--- config.mk ---
export PLATFORM = sky130hd
export DESIGN_NAME = bbc_back
export DESIGN_NICKNAME = d
export VERILOG_FILES = /design/src/bbc_pkg.sv /design/src/bbc_back.sv
export SDC_FILE = /design/constraint.sdc
export NUM_CORES = 1
export LEC_CHECK = 0
export BUFFER_PORTS_ARGS = -buffer_cell sky130_fd_sc_hd__buf_2
export CAP_MARGIN = 20
export CELL_PAD_IN_SITES_DETAIL_PLACEMENT = 0
export CELL_PAD_IN_SITES_GLOBAL_PLACEMENT = 1
export CORE_MARGIN = 8
export CORE_UTILIZATION = 55
export DETAILED_ROUTE_END_ITERATION = 7
export HOLD_SLACK_MARGIN = 0.12
export PLACE_DENSITY_LB_ADDON = 0.15
export SLEW_MARGIN = 20
export SYNTH_ARGS = -nofsm -noshare
export SYNTH_HDL_FRONTEND = slang
export SYNTH_SLANG_ARGS = --single-unit
--- constraint.sdc ---
create_clock -name aclk -period 13.1 [get_ports aclk]
set_input_delay 2.62 -clock aclk [delete_from_list [all_inputs] [get_ports aclk]]
set_output_delay 2.62 -clock aclk [all_outputs]
set_load 0.01 [all_outputs]
--- src/bbc_pkg.sv ---
`default_nettype none
// ----------------------------------------------------------------------------
// bbc_pkg
// Shared types, character codes and the byte classifier of the bracket
// balance checker.
// ----------------------------------------------------------------------------
package bbc_pkg;

    localparam logic [7:0] CHAR_BRACE_OPEN   = 8'h7B;  // {
    localparam logic [7:0] CHAR_BRACE_CLOSE  = 8'h7D;  // }
    localparam logic [7:0] CHAR_SQUARE_OPEN  = 8'h5B;  // [
    localparam logic [7:0] CHAR_SQUARE_CLOSE = 8'h5D;  // ]
    localparam logic [7:0] CHAR_ROUND_OPEN   = 8'h28;  // (
    localparam logic [7:0] CHAR_ROUND_CLOSE  = 8'h29;  // )

    typedef enum logic [1:0] {
        KIND_BRACE  = 2'd0,
        KIND_SQUARE = 2'd1,
        KIND_ROUND  = 2'd2,
        KIND_NONE   = 2'd3
    } kind_t;

    typedef enum logic [1:0] {
        VERDICT_UNBALANCED = 2'd0,
        VERDICT_BALANCED   = 2'd1,
        VERDICT_OVERFLOW   = 2'd2
    } verdict_t;

    // Classified byte as it travels from the front to the back
    typedef struct packed {
        logic  is_bracket;
        logic  closing;
        kind_t kind;
        logic  last;
    } item_t;

    function automatic item_t classify(input logic [7:0] c, input logic last);
        item_t it;
        it.is_bracket = 1'b1;
        it.closing    = 1'b0;
        it.kind       = KIND_NONE;
        it.last       = last;
        case (c)
            CHAR_BRACE_OPEN: begin
                it.kind = KIND_BRACE;
            end
            CHAR_BRACE_CLOSE: begin
                it.kind    = KIND_BRACE;
                it.closing = 1'b1;
            end
            CHAR_SQUARE_OPEN: begin
                it.kind = KIND_SQUARE;
            end
            CHAR_SQUARE_CLOSE: begin
                it.kind    = KIND_SQUARE;
                it.closing = 1'b1;
            end
            CHAR_ROUND_OPEN: begin
                it.kind = KIND_ROUND;
            end
            CHAR_ROUND_CLOSE: begin
                it.kind    = KIND_ROUND;
                it.closing = 1'b1;
            end
            default: begin
                it.is_bracket = 1'b0;
            end
        endcase
        return it;
    endfunction

endpackage
`default_nettype wire

--- src/bbc_back.sv ---
`default_nettype none
// ----------------------------------------------------------------------------
// bbc_back
// Stack engine: pushes and pops bracket kinds one item a cycle (a string end
// waits on an unsent verdict) and registers verdicts for the result channel.
// ----------------------------------------------------------------------------
module bbc_back #(
    parameter int STACK_DEPTH = 64
) (
    input  wire               aclk,
    input  wire               aresetn,
    input  wire               q_valid,
    output logic              q_ready,
    input  bbc_pkg::item_t    q_item,
    output logic              m_tvalid,
    input  wire               m_tready,
    output logic [7:0]        m_tdata    // [1:0] verdict, [7:2] zero
);
    import bbc_pkg::*;

    localparam int AW = (STACK_DEPTH > 1) ? $clog2(STACK_DEPTH) : 1;
    localparam int LW = $clog2(STACK_DEPTH + 1);
    localparam logic [LW-1:0] LEVEL_FULL = LW'(STACK_DEPTH);

    // Top of stack lives in a register; the entry below it is read ahead
    logic [1:0]    stack_mem [STACK_DEPTH];
    logic [LW-1:0] level_reg, level_next;
    kind_t         top_reg, top_next;
    logic [1:0]    below_reg;
    logic          mismatch_reg, mismatch_next;
    logic          overflow_reg, overflow_next;
    logic          m_tvalid_reg, m_tvalid_next;
    verdict_t      verdict_reg, verdict_next;

    logic          consume;
    logic          active;
    logic          do_push;
    logic          do_pop;
    logic [LW-1:0] after_level;
    logic          after_mismatch;
    logic          after_overflow;
    logic [LW-1:0] rd_level;
    logic [AW-1:0] rd_addr;
    logic [AW-1:0] wr_addr;

    assign q_ready = !q_item.last || !m_tvalid_reg || m_tready;
    assign consume = q_valid && q_ready;
    assign active  = consume && q_item.is_bracket && !mismatch_reg && !overflow_reg;
    assign do_pop  = active && q_item.closing && (level_reg != '0) && (top_reg == q_item.kind);
    assign do_push = active && !q_item.closing && (level_reg != LEVEL_FULL);

    always_comb begin
        after_level    = level_reg;
        after_mismatch = mismatch_reg;
        after_overflow = overflow_reg;
        top_next       = top_reg;
        if (do_pop) begin
            after_level = level_reg - LW'(1);
            top_next    = kind_t'(below_reg);
        end else if (do_push) begin
            after_level = level_reg + LW'(1);
            top_next    = q_item.kind;
        end else if (active && q_item.closing) begin
            after_mismatch = 1'b1;
        end else if (active) begin
            after_overflow = 1'b1;
        end

        verdict_next  = verdict_reg;
        m_tvalid_next = m_tvalid_reg && !m_tready;
        level_next    = after_level;
        mismatch_next = after_mismatch;
        overflow_next = after_overflow;
        if (consume && q_item.last) begin
            if (after_mismatch) begin
                verdict_next = VERDICT_UNBALANCED;
            end else if (after_overflow) begin
                verdict_next = VERDICT_OVERFLOW;
            end else if (after_level == '0) begin
                verdict_next = VERDICT_BALANCED;
            end else begin
                verdict_next = VERDICT_UNBALANCED;
            end
            m_tvalid_next = 1'b1;
            level_next    = '0;
            mismatch_next = 1'b0;
            overflow_next = 1'b0;
        end
    end

    // Entry below the new top; garbage when fewer than two entries remain
    assign rd_level = level_next - LW'(2);
    assign rd_addr  = rd_level[AW-1:0];
    assign wr_addr  = level_reg[AW-1:0];

    always_ff @(posedge aclk) begin
        if (do_push) begin
            stack_mem[wr_addr] <= q_item.kind;
        end
        below_reg <= stack_mem[rd_addr];
    end

    always_ff @(posedge aclk) begin
        if (!aresetn) begin
            level_reg    <= '0;
            mismatch_reg <= 1'b0;
            overflow_reg <= 1'b0;
            m_tvalid_reg <= 1'b0;
        end else begin
            level_reg    <= level_next;
            mismatch_reg <= mismatch_next;
            overflow_reg <= overflow_next;
            m_tvalid_reg <= m_tvalid_next;
        end
    end

    always_ff @(posedge aclk) begin
        top_reg     <= top_next;
        verdict_reg <= verdict_next;
    end

    assign m_tvalid = m_tvalid_reg;
    assign m_tdata  = {6'b0, verdict_reg};

    a_one_flag: assert property (@(posedge aclk) disable iff (!aresetn)
        !(mismatch_reg && overflow_reg))
        else $error("mismatch and overflow both set");

    a_overflow_full: assert property (@(posedge aclk) disable iff (!aresetn)
        overflow_reg |-> (level_reg == LEVEL_FULL))
        else $error("overflow flagged below full depth");

    a_level_bound: assert property (@(posedge aclk) disable iff (!aresetn)
        level_reg <= LEVEL_FULL)
        else $error("stack level beyond depth");

    a_end_clears: assert property (@(posedge aclk) disable iff (!aresetn)
        (consume && q_item.last) |=>
            (level_reg == '0) && !mismatch_reg && !overflow_reg && m_tvalid_reg)
        else $error("string end did not clear state");

endmodule
`default_nettype wire

==> results of run 1 <==
-- layout by cell type, fill, tap and decap left out, types with 12 or more instances in the layout --
master / instances
edfxtp_1: 132
nor2_1: 93
nand2_1: 31
mux2i_1: 30
nand3_1: 23
clkbuf_16: 17
o22ai_1: 12
dfxtp_1: 12
buf_2: 12
-- per-layer routing --
metal	wire, um	up-vias	track usage
li1	-	2107	-
met1	7450	2295	0.283
met2	8040	201	0.339
met3	1350	28	0.0616
met4	385	0	0.0938
met5	0	-	0
-- power groups by stage --
stage | Clock [W] | Combinational [W] | Sequential (W)
finish | 0.000479 | 0.0000579 | 0.000505
global route | 0.000498 | 0.0000623 | 0.000505
CTS | 0.000482 | 0.0000574 | 0.000505
detailed placement | 0 | 0.0000573 | 0.000514
global placement | 0 | 0.0000567 | 0.000514
floorplan | 0 | 0.0000396 | 0.000514
-- final cells by class --
cell class	instances	area share
Multi-Input combinational cell	364	0.319
Sequential cell	144	0.558
Timing Repair Buffer	18	0.0139
Clock buffer	18	0.0569
Tap cell	168	0.0279
Clock inverter	12	0.0191
Inverter	11	0.00548
-- through the flow --
stage                     cell area [um^2]  hold slack (ns)
after floorplan                       6860            0.488
after global placement                6960            0.520
after detailed placement              6960            0.527
after CTS                             7540            0.547
after global routing                  7540            0.559
final                                 7540            0.546
-- kinds of logic after synthesis --
logic type,count (synthesis),synth area share
AND/OR/NAND/NOR,214,0.153
AO/OA/AOI/OAI,95,0.108
flip-flops,144,0.615
adder cells (fa/ha/maj),3,0.00549
multiplexers,40,0.0719
buffers and inverters,48,0.0388
other,1,0.000548
XOR/XNOR,6,0.00768
-- worst min path at each step --
stage                      start            to  slack [ns]  cells after the start
finish              below_reg[0]    top_reg[0]        0.55                      1
global route        below_reg[0]    top_reg[0]        0.56                      1
CTS                 below_reg[0]    top_reg[0]        0.55                      1
detailed placement  below_reg[1]    top_reg[1]        0.53                      1
global placement    mismatch_reg  mismatch_reg        0.52                      2
floorplan           mismatch_reg  mismatch_reg        0.49                      2
-- worst max-delay path: cells and delay by family --
family          cells  cell delay, ns
simple gates        6            2.45
buf+inv             4            1.18
compound gates      5            0.87
fa+ha+maj           1            0.37
xor+xnor            1            0.19
mux                 1            0.17
==> out/qor.yml, run 1 <==
grt_overflow: 0
cp_cell_sequence: "buf_2 -> buf_4 -> xnor2_1 -> nand2_1 -> or4_1 -> o211ai_1 -> and2_1 -> inv_2 -> ha_1 -> or3_1 -> nor3_1 -> a311oi_2 -> buf_4 -> a2111oi_0 -> and4b_1 -> a31o_1 -> mux2i_1 -> a211oi_1"
p_int_w: 0.000817
vias: 4631
drive_above_1_share: 0.120
multiInputGateArea_mm2: 0.00240
synth_area_leader_cell: "edfxtp_1"
fp.dieArea_mm2: 0.0163
ys_seq_area_frac: 0.615
cts_hold_buf: 0
outcome: "complete, no violations"
p_switching_w: 0.000224
cp_common_cell: "buf_4"
fp-row-count: 40
synth_edf_count: 132
rsz0062_at_grt: "false"
crit_required_ns: 13.40
crit_type: "input pin to register"
maxSlewViolCount: 0
die_w_um: 128
timing.critical_path.to: "below_reg[0]"
pwr-share-seq: 0.485
cts-htree-levels: 4
hp-class: "register to register"
cts_num_sinks: 144
r2r-end: "below_reg[0]"
cts_buffers: 17
finalWorstSetupSlack_ns: 5.52
rrSetupSlack_ns: 7.19
r2r-start: "level_reg[0]"
synth_cell_type_count: 77
final_cell_count_no_fill: 735
clkTransAtPathRegs_ns: 0.06
period_minus_slack_ns: 7.58
largest_reg_flops: 128
synth_async_sr_flop_share: 0
place_ws_ns: 5.15
worstMarginPinSlew_ns: 1.03
cts_tree: "done"
cts_setup_buffers: 0
cpPeakStageDelay_ns: 0.78
ys.flop_type: "edfxtp_1"
nets: 568
wire_per_inst_um: 23.4
grt_pass1_vias: 4465
synthCells: 551
synth-seq-cells: 144
antenna_found_initial: 0
viasPerCell: 6.30
finClkSkew_ns: 0.00874
hold_viol: 0
max_slew_margin: 0.315
finish.utilization: 0.625
cp_max_fo: 66
chipHeight_um: 128
reg2reg_depth: 18
clock_path_buffers: 2
synth.avg_cell_area_um2: 12.4
cap_violations: 0
pwr-share-comb: 0.056
dp_cells: 705
fmax_ghz: 0.132
dp_hpwl_mm: 11.1
ios: 19
drt-total-wl_mm: 17.2
initialDrtViolationCount: 527
grt_start_max_net_pins: 67
ant_nets: 0
initial_utilization: 0.567
startpoint: "q_item[1]"
post-synth-top-count-cell: "edfxtp_1"
dr.pass1.iters: 5
postCtsResizedCells: 0
synth_top_area_share: 0.580
start_kind: "input pin"
end_kind: "register"
cts_root_buf: "clkbuf_16"
diodes: 0
period_share: 0.579
ys_warn_count: 0
powerDensity_mw_per_mm2: 138
syn-cell-area_mm2: 0.00684
gp_congestion: 0.928
synthTopCellsByCount: "edfxtp_1, nor2_1, nand2_1, mux2i_1, nand3_1"
leakage_nw: 2.62
clkLatencyLatePin_ns: 0.42
grt_usage: 0.219
cp.arrival_ns: 7.88
vdd_drop_max_mv: 0.117
fillCellCount: 950
drc: 0
grt_pass1_wl_mm: 26.3
synthToLayoutAreaGrowth_pct: 10.2
cp_slowest_cell: "and2_1"
clock_power_share: 0.460
setup_violations: 0
total_power_w: 0.00104
ff_latch_area_mm2: 0.00420
core_mm2: 0.0121
io_buffers: 12
switching_share: 0.215
tns_ns: 0
yosys-top-cells-area: "edfxtp_1, nor2_1, mux2i_1, dfxtp_1, mux4_2"
Power figures use the tool's default switching activity.
==> run 2: changes to the inputs <==
CORE_UTILIZATION = 46   (was 55)
clock period = 6.35 ns   (was 13.1 ns; I/O delays follow)
==> run 2 against run 1 <==
Net effect:
- die area rose by 17%
- combinational power rose by 120%
- worst hold slack got worse by 0.0056 ns
- power grew 98%
- sequential share of layout area down 0.092 points
- final area is 0.17% higher
- clock power increased by 87%
- non-clock buffer count increased by 7
==> out/qor.yml, run 2 (same netlist as run 1, synthesis figures left out) <==
place_area_mm2: 0.00704  # was 0.00696 mm^2
fillCellCount: 1305  # was 950
dr.pass1.iters: 5  # unchanged
gp_congestion: 0.897  # was 0.928
core_mm2: 0.0145  # was 0.0121 mm^2
fp.dieArea_mm2: 0.0190  # was 0.0163 mm^2
wire_per_inst_um: 24.8  # was 23.4 um
grt_start_max_net_pins: 66  # was 67
worstMarginPinSlew_ns: 0.801  # was 1.03 ns
vias: 4715  # was 4,631
cts_num_sinks: 144  # unchanged
initialDrtViolationCount: 552  # was 527
period_minus_slack_ns: 5.21
largest_reg_flops: 128  # unchanged
grt_usage: 0.210  # was 0.219
drt-total-wl_mm: 18.8  # was 17.2 mm
powerDensity_mw_per_mm2: 273  # was 138 mW/mm^2
ios: 19  # unchanged
period_share: 0.821
clkLatencyLatePin_ns: 0.43  # was 0.42 ns
cts_root_buf: "clkbuf_16"  # unchanged
clkTransAtPathRegs_ns: 0.06  # about the same
multiInputGateArea_mm2: 0.00240  # unchanged
nets: 575  # was 568
synthToLayoutAreaGrowth_pct: 10.4  # was 10.2%
drive_above_1_share: 0.123  # was 0.120
cap_violations: 0  # unchanged
leakage_nw: 2.62  # about the same
drc: 0  # unchanged
layout_common_cells: "edfxtp_1, nor2_1, nand2_1"  # unchanged
final_common_cell: "edfxtp_1"  # unchanged
finClkSkew_ns: 0.0123  # was 0.00874 ns
wl_met1_mm: 8.37  # was 7.45 mm
rrSetupSlack_ns: 1.14  # was 7.19 ns
grt_pass1_wl_mm: 28.6  # was 26.3 mm
io_buffers: 12  # unchanged
r2r-start: "level_reg[0]"  # unchanged
initial_utilization: 0.471  # was 0.567
hp-class: "register to register"  # unchanged
vdd_drop_max_mv: 0.193  # was 0.117 mV
startpoint: "level_reg[0]"  # was q_item[1]
hold_viol: 0  # unchanged
reg2reg_depth: 17  # was 18
crit_required_ns: 6.68  # was 13.40 ns
grt_pass1_vias: 4521  # was 4,465
cts_buffers: 17  # unchanged
fp-row-count: 44  # was 40
viasPerCell: 6.21  # was 6.30
holdPathEnd: "m_tvalid"  # was top_reg[0]
cts_setup_buffers: 0  # unchanged
finish.instance_area_mm2: 0.00755  # was 0.00754 mm^2
route.met2.wl_mm: 8.91  # was 8.04 mm
chipHeight_um: 138  # was 128 um
r2r-end: "below_reg[0]"  # unchanged
crit_type: "register to register"  # was input pin to register
wl_met3_mm: 1.24  # was 1.35 mm
finish.utilization: 0.519  # was 0.625
die_w_um: 138  # was 128 um
ant_nets: 0  # unchanged
hold_start: "m_tvalid"  # was below_reg[0]
routed.top_layer: "met4"  # unchanged
tns_ns: 0  # unchanged
start_kind: "register"  # was input pin
cts-htree-levels: 4  # unchanged
cp_max_fo: 14  # was 66
postCtsResizedCells: 0  # unchanged
ff_latch_area_mm2: 0.00420  # unchanged
antenna_found_initial: 0  # unchanged
setup_violations: 0  # unchanged
rsz0062_at_grt: "false"  # unchanged
maxSlewViolCount: 0  # unchanged
fmax_ghz: 0.192
outcome: "complete, no violations"  # unchanged
clock_path_buffers: 2  # unchanged
holdPathStages: 2  # was 1
cts_hold_buf: 0  # unchanged
cts_tree: "done"  # unchanged
cp.arrival_ns: 5.54  # was 7.88 ns
grt_overflow: 0  # unchanged
diodes: 0  # unchanged
max_slew_margin: 0.464  # was 0.315
end_kind: "register"  # unchanged
dp_hpwl_mm: 12.0  # was 11.1 mm
run 2: per-layer routing:
metal,GRT usage,up-vias
li1,-,2132
met3,0.0460,21
met2,0.322,195
met5,0,-
met4,0.0734,0
met1,0.288,2367
run 2: final cells by class:
type                       instances  area share
timing repair buffer              25      0.0209
sequential                       144       0.557
tap                              184      0.0305
inverter                          11     0.00547
multi-input combinational        364       0.318
clock inverter                     9     0.00912
clock buffer                      22      0.0588
run 2: worst max-delay path by stage:
| stage | end | slack, ns | cells past startpoint |
|---|---|---|---|
| floorplan | below_reg[1] | 1.58 | 17 |
| global placement | below_reg[1] | 1.18 | 16 |
| detailed placement | below_reg[1] | 1.03 | 15 |
| CTS | below_reg[0] | 1.30 | 17 |
| global route | below_reg[0] | 0.64 | 18 |
| finish | below_reg[0] | 1.14 | 17 |
run 2: per-stage QoR:
stage	hold WS [ns]	total power (W)	instances	setup slack (ns)
final	0.541	0.00206	759	1.14
after floorplan	0.488	0.00114	556	1.58
after global routing	0.573	0.00212	759	0.641
after detailed placement	0.529	0.00119	728	1.03
after CTS	0.545	0.00207	759	1.30
after global placement	0.513	0.00119	728	1.18
run 2: where the power goes:
part	total (W)	leakage (nW)	internal (W)	switching, W
clock	0.000894	0.250	0.000528	0.000365
combinational	0.000127	1.08	0.0000407	0.0000861
sequential	0.00104	1.29	0.00104	0.00000423
total	0.00206	2.62	0.00161	0.000456
run 2: worst max-delay path, cell delays in order, from the launching register on:
cell and delay [ns]:
dfxtp_1 0.69, inv_1 0.20, ha_1 0.26, nor3b_2 0.18, and3b_1 0.32, nor3_1 0.53, a22oi_1 0.20, xnor2_1 0.35
nand2_1 0.11, ha_1 0.28, or3_1 0.37, nor3_1 0.27, a311o_1 0.37, nor2_1 0.13, a221oi_1 0.33, a31o_1 0.20
mux2i_1 0.07, a211oi_1 0.27
==> run 3: changes to the inputs <==
ABC_AREA = 1   (was default)
CORE_UTILIZATION = 44   (was 46)
clock period = 4.78 ns   (was 6.35 ns; I/O delays follow)
==> run 3 against run 2 <==
Net effect:
- combinational power up 44%
- non-clock buffer count is 4 lower
- via count increased by 7.1%
- synthesized cell count rose by 33%
- highest routed layer unchanged
==> out/qor.yml, run 3 <==
outcome: "complete, no violations"  # unchanged
cts_hold_buf: 0  # unchanged
dp_hpwl_mm: 11.4  # was 12.0 mm
wl_met3_mm: 1.04  # was 1.24 mm
post-synth-top-count-cell: "nand2_1"  # was edfxtp_1
ys_seq_area_frac: 0.595  # was 0.615
synthCells: 733  # was 551
rsz0062_at_grt: "false"  # unchanged
grt_pass1_wl_mm: 28.7  # was 28.6 mm
wl_met1_mm: 7.68  # was 8.37 mm
synth_area_leader_cell: "edfxtp_1"  # unchanged
largest_reg_flops: 128  # unchanged
finClkSkew_ns: 0.00569  # was 0.0123 ns
period_minus_slack_ns: 3.43  # was 5.21 ns
cp_max_fo: 12  # was 14
synth_edf_count: 132  # unchanged
cts_buffers: 17  # unchanged
cts_num_sinks: 144  # unchanged
core_mm2: 0.0158  # was 0.0145 mm^2
critPathTopFamily: "simple AND/OR/NAND/NOR gates"  # unchanged
powerDensity_mw_per_mm2: 371  # was 273 mW/mm^2
dr.pass1.iters: 5  # unchanged
clkLatencyLatePin_ns: 0.42  # was 0.43 ns
maxSlewViolCount: 0  # unchanged
io_buffers: 12  # unchanged
cap_violations: 0  # unchanged
cts_setup_buffers: 0  # unchanged
grt_start_max_net_pins: 66  # unchanged
ant_nets: 0  # unchanged
cp_slowest_cell: "dfxtp_1"  # unchanged
routed.top_layer: "met4"  # unchanged
start_kind: "register"  # unchanged
syn-cell-area_mm2: 0.00707  # was 0.00684 mm^2
synth_top_area_share: 0.561  # was 0.580
initial_utilization: 0.448  # was 0.471
synth.avg_cell_area_um2: 9.64  # was 12.4 um^2
die_w_um: 143  # was 138 um
cpPeakStageDelay_ns: 0.44  # was 0.69 ns
route.met2.wl_mm: 8.99  # was 8.91 mm
postCtsResizedCells: 0  # unchanged
dp_cells: 941  # was 728
cts-htree-levels: 4  # unchanged
grt_pass1_vias: 5051  # was 4,521
synthTopCellsByCount: "nand2_1, edfxtp_1, nand3_1, nor2_1, inv_1"  # was edfxtp_1, nor2_1, nand2_1, mux2i_1, nand3_1
synth_cell_type_count: 41  # was 77
diodes: 0  # unchanged
cts_root_buf: "clkbuf_16"  # unchanged
clock_path_buffers: 2  # unchanged
gp_congestion: 0.916  # was 0.897
fp.dieArea_mm2: 0.0204  # was 0.0190 mm^2
grt_overflow: 0  # unchanged
final_cell_count_no_fill: 973  # was 759
final_common_cell: "nand2_1"  # was edfxtp_1
setup_violations: 0  # unchanged
drive_above_1_share: 0.119  # was 0.123
crit_type: "register to register"  # unchanged
crit_buf_inv: 3  # was 1
max_slew_margin: 0.380  # was 0.464
worstMarginPinSlew_ns: 0.929  # was 0.801 ns
ys_warn_count: 0  # unchanged
ios: 19  # unchanged
crit_required_ns: 5.10  # was 6.68 ns
vias: 5052  # was 4,715
fillCellCount: 1510  # was 1,305
drc: 0  # unchanged
antenna_found_initial: 0  # unchanged
viasPerCell: 5.19  # was 6.21
yosys-top-cells-area: "edfxtp_1, nand3_1, nand2_1, nor2_1, inv_1"  # was edfxtp_1, nor2_1, mux2i_1, dfxtp_1, mux4_2
end_kind: "register"  # unchanged
ys.flop_type: "edfxtp_1"  # unchanged
cp.arrival_ns: 3.75  # was 5.54 ns
cp_cell_sequence: "inv_1 -> ha_1 -> nand3_4 -> nor2_4 -> nor2_4 -> nand2_8 -> o21ai_0 -> nand2_1 -> nand2_1 -> nand2_1 -> ha_1 -> inv_1 -> buf_4 -> nand3_1 -> nand2_1 -> nand2_1 -> nand3_1 -> nand2_1 -> nand2_1 -> nand2_1 -> nand2_1 -> nand2_1"  # was inv_1 -> ha_1 -> nor3b_2 -> and3b_1 -> nor3_1 -> a22oi_1 -> xnor2_1 -> nand2_1 -> ha_1 -> or3_1 -> nor3_1 -> a311o_1 -> nor2_1 -> a221oi_1 -> a31o_1 -> mux2i_1 -> a211oi_1
synth_async_sr_flop_share: 0  # unchanged
vdd_drop_max_mv: 0.228  # was 0.193 mV
layout_common_cells: "nand2_1, edfxtp_1, nand3_1"  # was edfxtp_1, nor2_1, nand2_1
chipHeight_um: 143  # was 138 um
cp_common_cell: "nand2_1"
drt-total-wl_mm: 18.4  # was 18.8 mm
cts_tree: "done"  # unchanged
initialDrtViolationCount: 443  # was 552
grt_usage: 0.192  # was 0.210
hold_viol: 0  # unchanged
clkTransAtPathRegs_ns: 0.06  # about the same
synthToLayoutAreaGrowth_pct: 11.0  # was 10.4%
nets: 756  # was 575
tns_ns: 0  # unchanged
period_share: 0.717  # was 0.821
fmax_ghz: 0.292  # was 0.192 GHz
fp-row-count: 46  # was 44
synth-seq-cells: 144  # unchanged
hp-class: "register to register"  # unchanged
wire_per_inst_um: 18.9  # was 24.8 um
leakage_nw: 3.17  # was 2.62 nW
-- run 3: cell types whose count changed in the layout (fill, tap and decap cells not counted), sizes merged, moves of 10 or more --
cell / before / now
nand3: 23 / 136
mux2i: 30 / 1
inv: 10 / 96
o22ai: 12 / 0
and3: 10 / 0
nand2: 31 / 153
or3: 11 / 0
nor2: 96 / 114
-- run 3: cells by family after synthesis --
group,count (synthesis),synth area share
AND/OR/NAND/NOR,428,0.286
flip-flops,144,0.595
buffers and inverters,130,0.0851
AO/OA/AOI/OAI,20,0.0177
XOR/XNOR,6,0.00956
adder cells (fa/ha/maj),3,0.00531
other,1,0.000531
multiplexers,1,0.00142
-- run 3: final timing paths --
| check | slack [ns] | to | cells past startpoint | from |
|---|---|---|---|---|
| max reg2reg | 1.35 | below_reg[0] | 22 | level_reg[0] |
| max | 1.35 | below_reg[0] | 22 | level_reg[0] |
| min | 0.52 | top_reg[0] | 2 | below_reg[0] |
| min reg2reg | 0.52 | top_reg[0] | 2 | below_reg[0] |
-- run 3: cell type report --
cell class / count / area (um^2) / area share
Sequential cell: 144 / 4200 / 0.536
Multi-Input combinational cell: 464 / 2280 / 0.291
Clock buffer: 18 / 429 / 0.0547
Inverter: 96 / 368 / 0.0469
Tap cell: 216 / 270 / 0.0344
Clock inverter: 14 / 166 / 0.0212
Timing Repair Buffer: 21 / 128 / 0.0163
-- run 3: power breakdown --
part,total [W],leakage (nW),switching [W],internal (W)
Clock,0.00134,0.294,0.000524,0.000820
Sequential,0.00139,1.29,0.00000509,0.00138
Combinational,0.000183,1.59,0.000136,0.0000475
Total,0.00291,3.17,0.000665,0.00225
-- run 3: metrics by stage --
| stage | area, um^2 | total power, W | hold WS, ns | utilization | setup slack, ns |
|---|---|---|---|---|---|
| finish | 7850 | 0.00291 | 0.517 | 0.498 | 1.35 |
| global route | 7850 | 0.00300 | 0.532 | 0.498 | 1.09 |
| CTS | 7850 | 0.00293 | 0.525 | 0.498 | 1.35 |
| detailed placement | 7250 | 0.00160 | 0.525 | 0.460 | 1.09 |
| global placement | 7250 | 0.00160 | 0.509 | 0.460 | 1.15 |
| floorplan | 7090 | 0.00154 | 0.471 | - | 1.63 |
-- run 3: worst register-to-register path: stages, from the launching register on --
cell	delay, ns
dfxtp_1	0.44
inv_1	0.20
ha_1	0.30
nand3_4	0.15
nor2_4	0.05
nor2_4	0.14
nand2_8	0.11
o21ai_0	0.18
nand2_1	0.07
nand2_1	0.10
nand2_1	0.10
ha_1	0.30
inv_1	0.35
buf_4	0.28
nand3_1	0.10
nand2_1	0.07
nand2_1	0.04
nand3_1	0.08
nand2_1	0.05
nand2_1	0.06
nand2_1	0.05
nand2_1	0.05
nand2_1	0.04
-- run 3: metal layers --
| layer | GRT usage | up-vias |
|---|---|---|
| li1 | - | 2438 |
| met1 | 0.237 | 2414 |
| met2 | 0.319 | 154 |
| met3 | 0.0377 | 46 |
| met4 | 0.0895 | 0 |
| met5 | 0 | - |
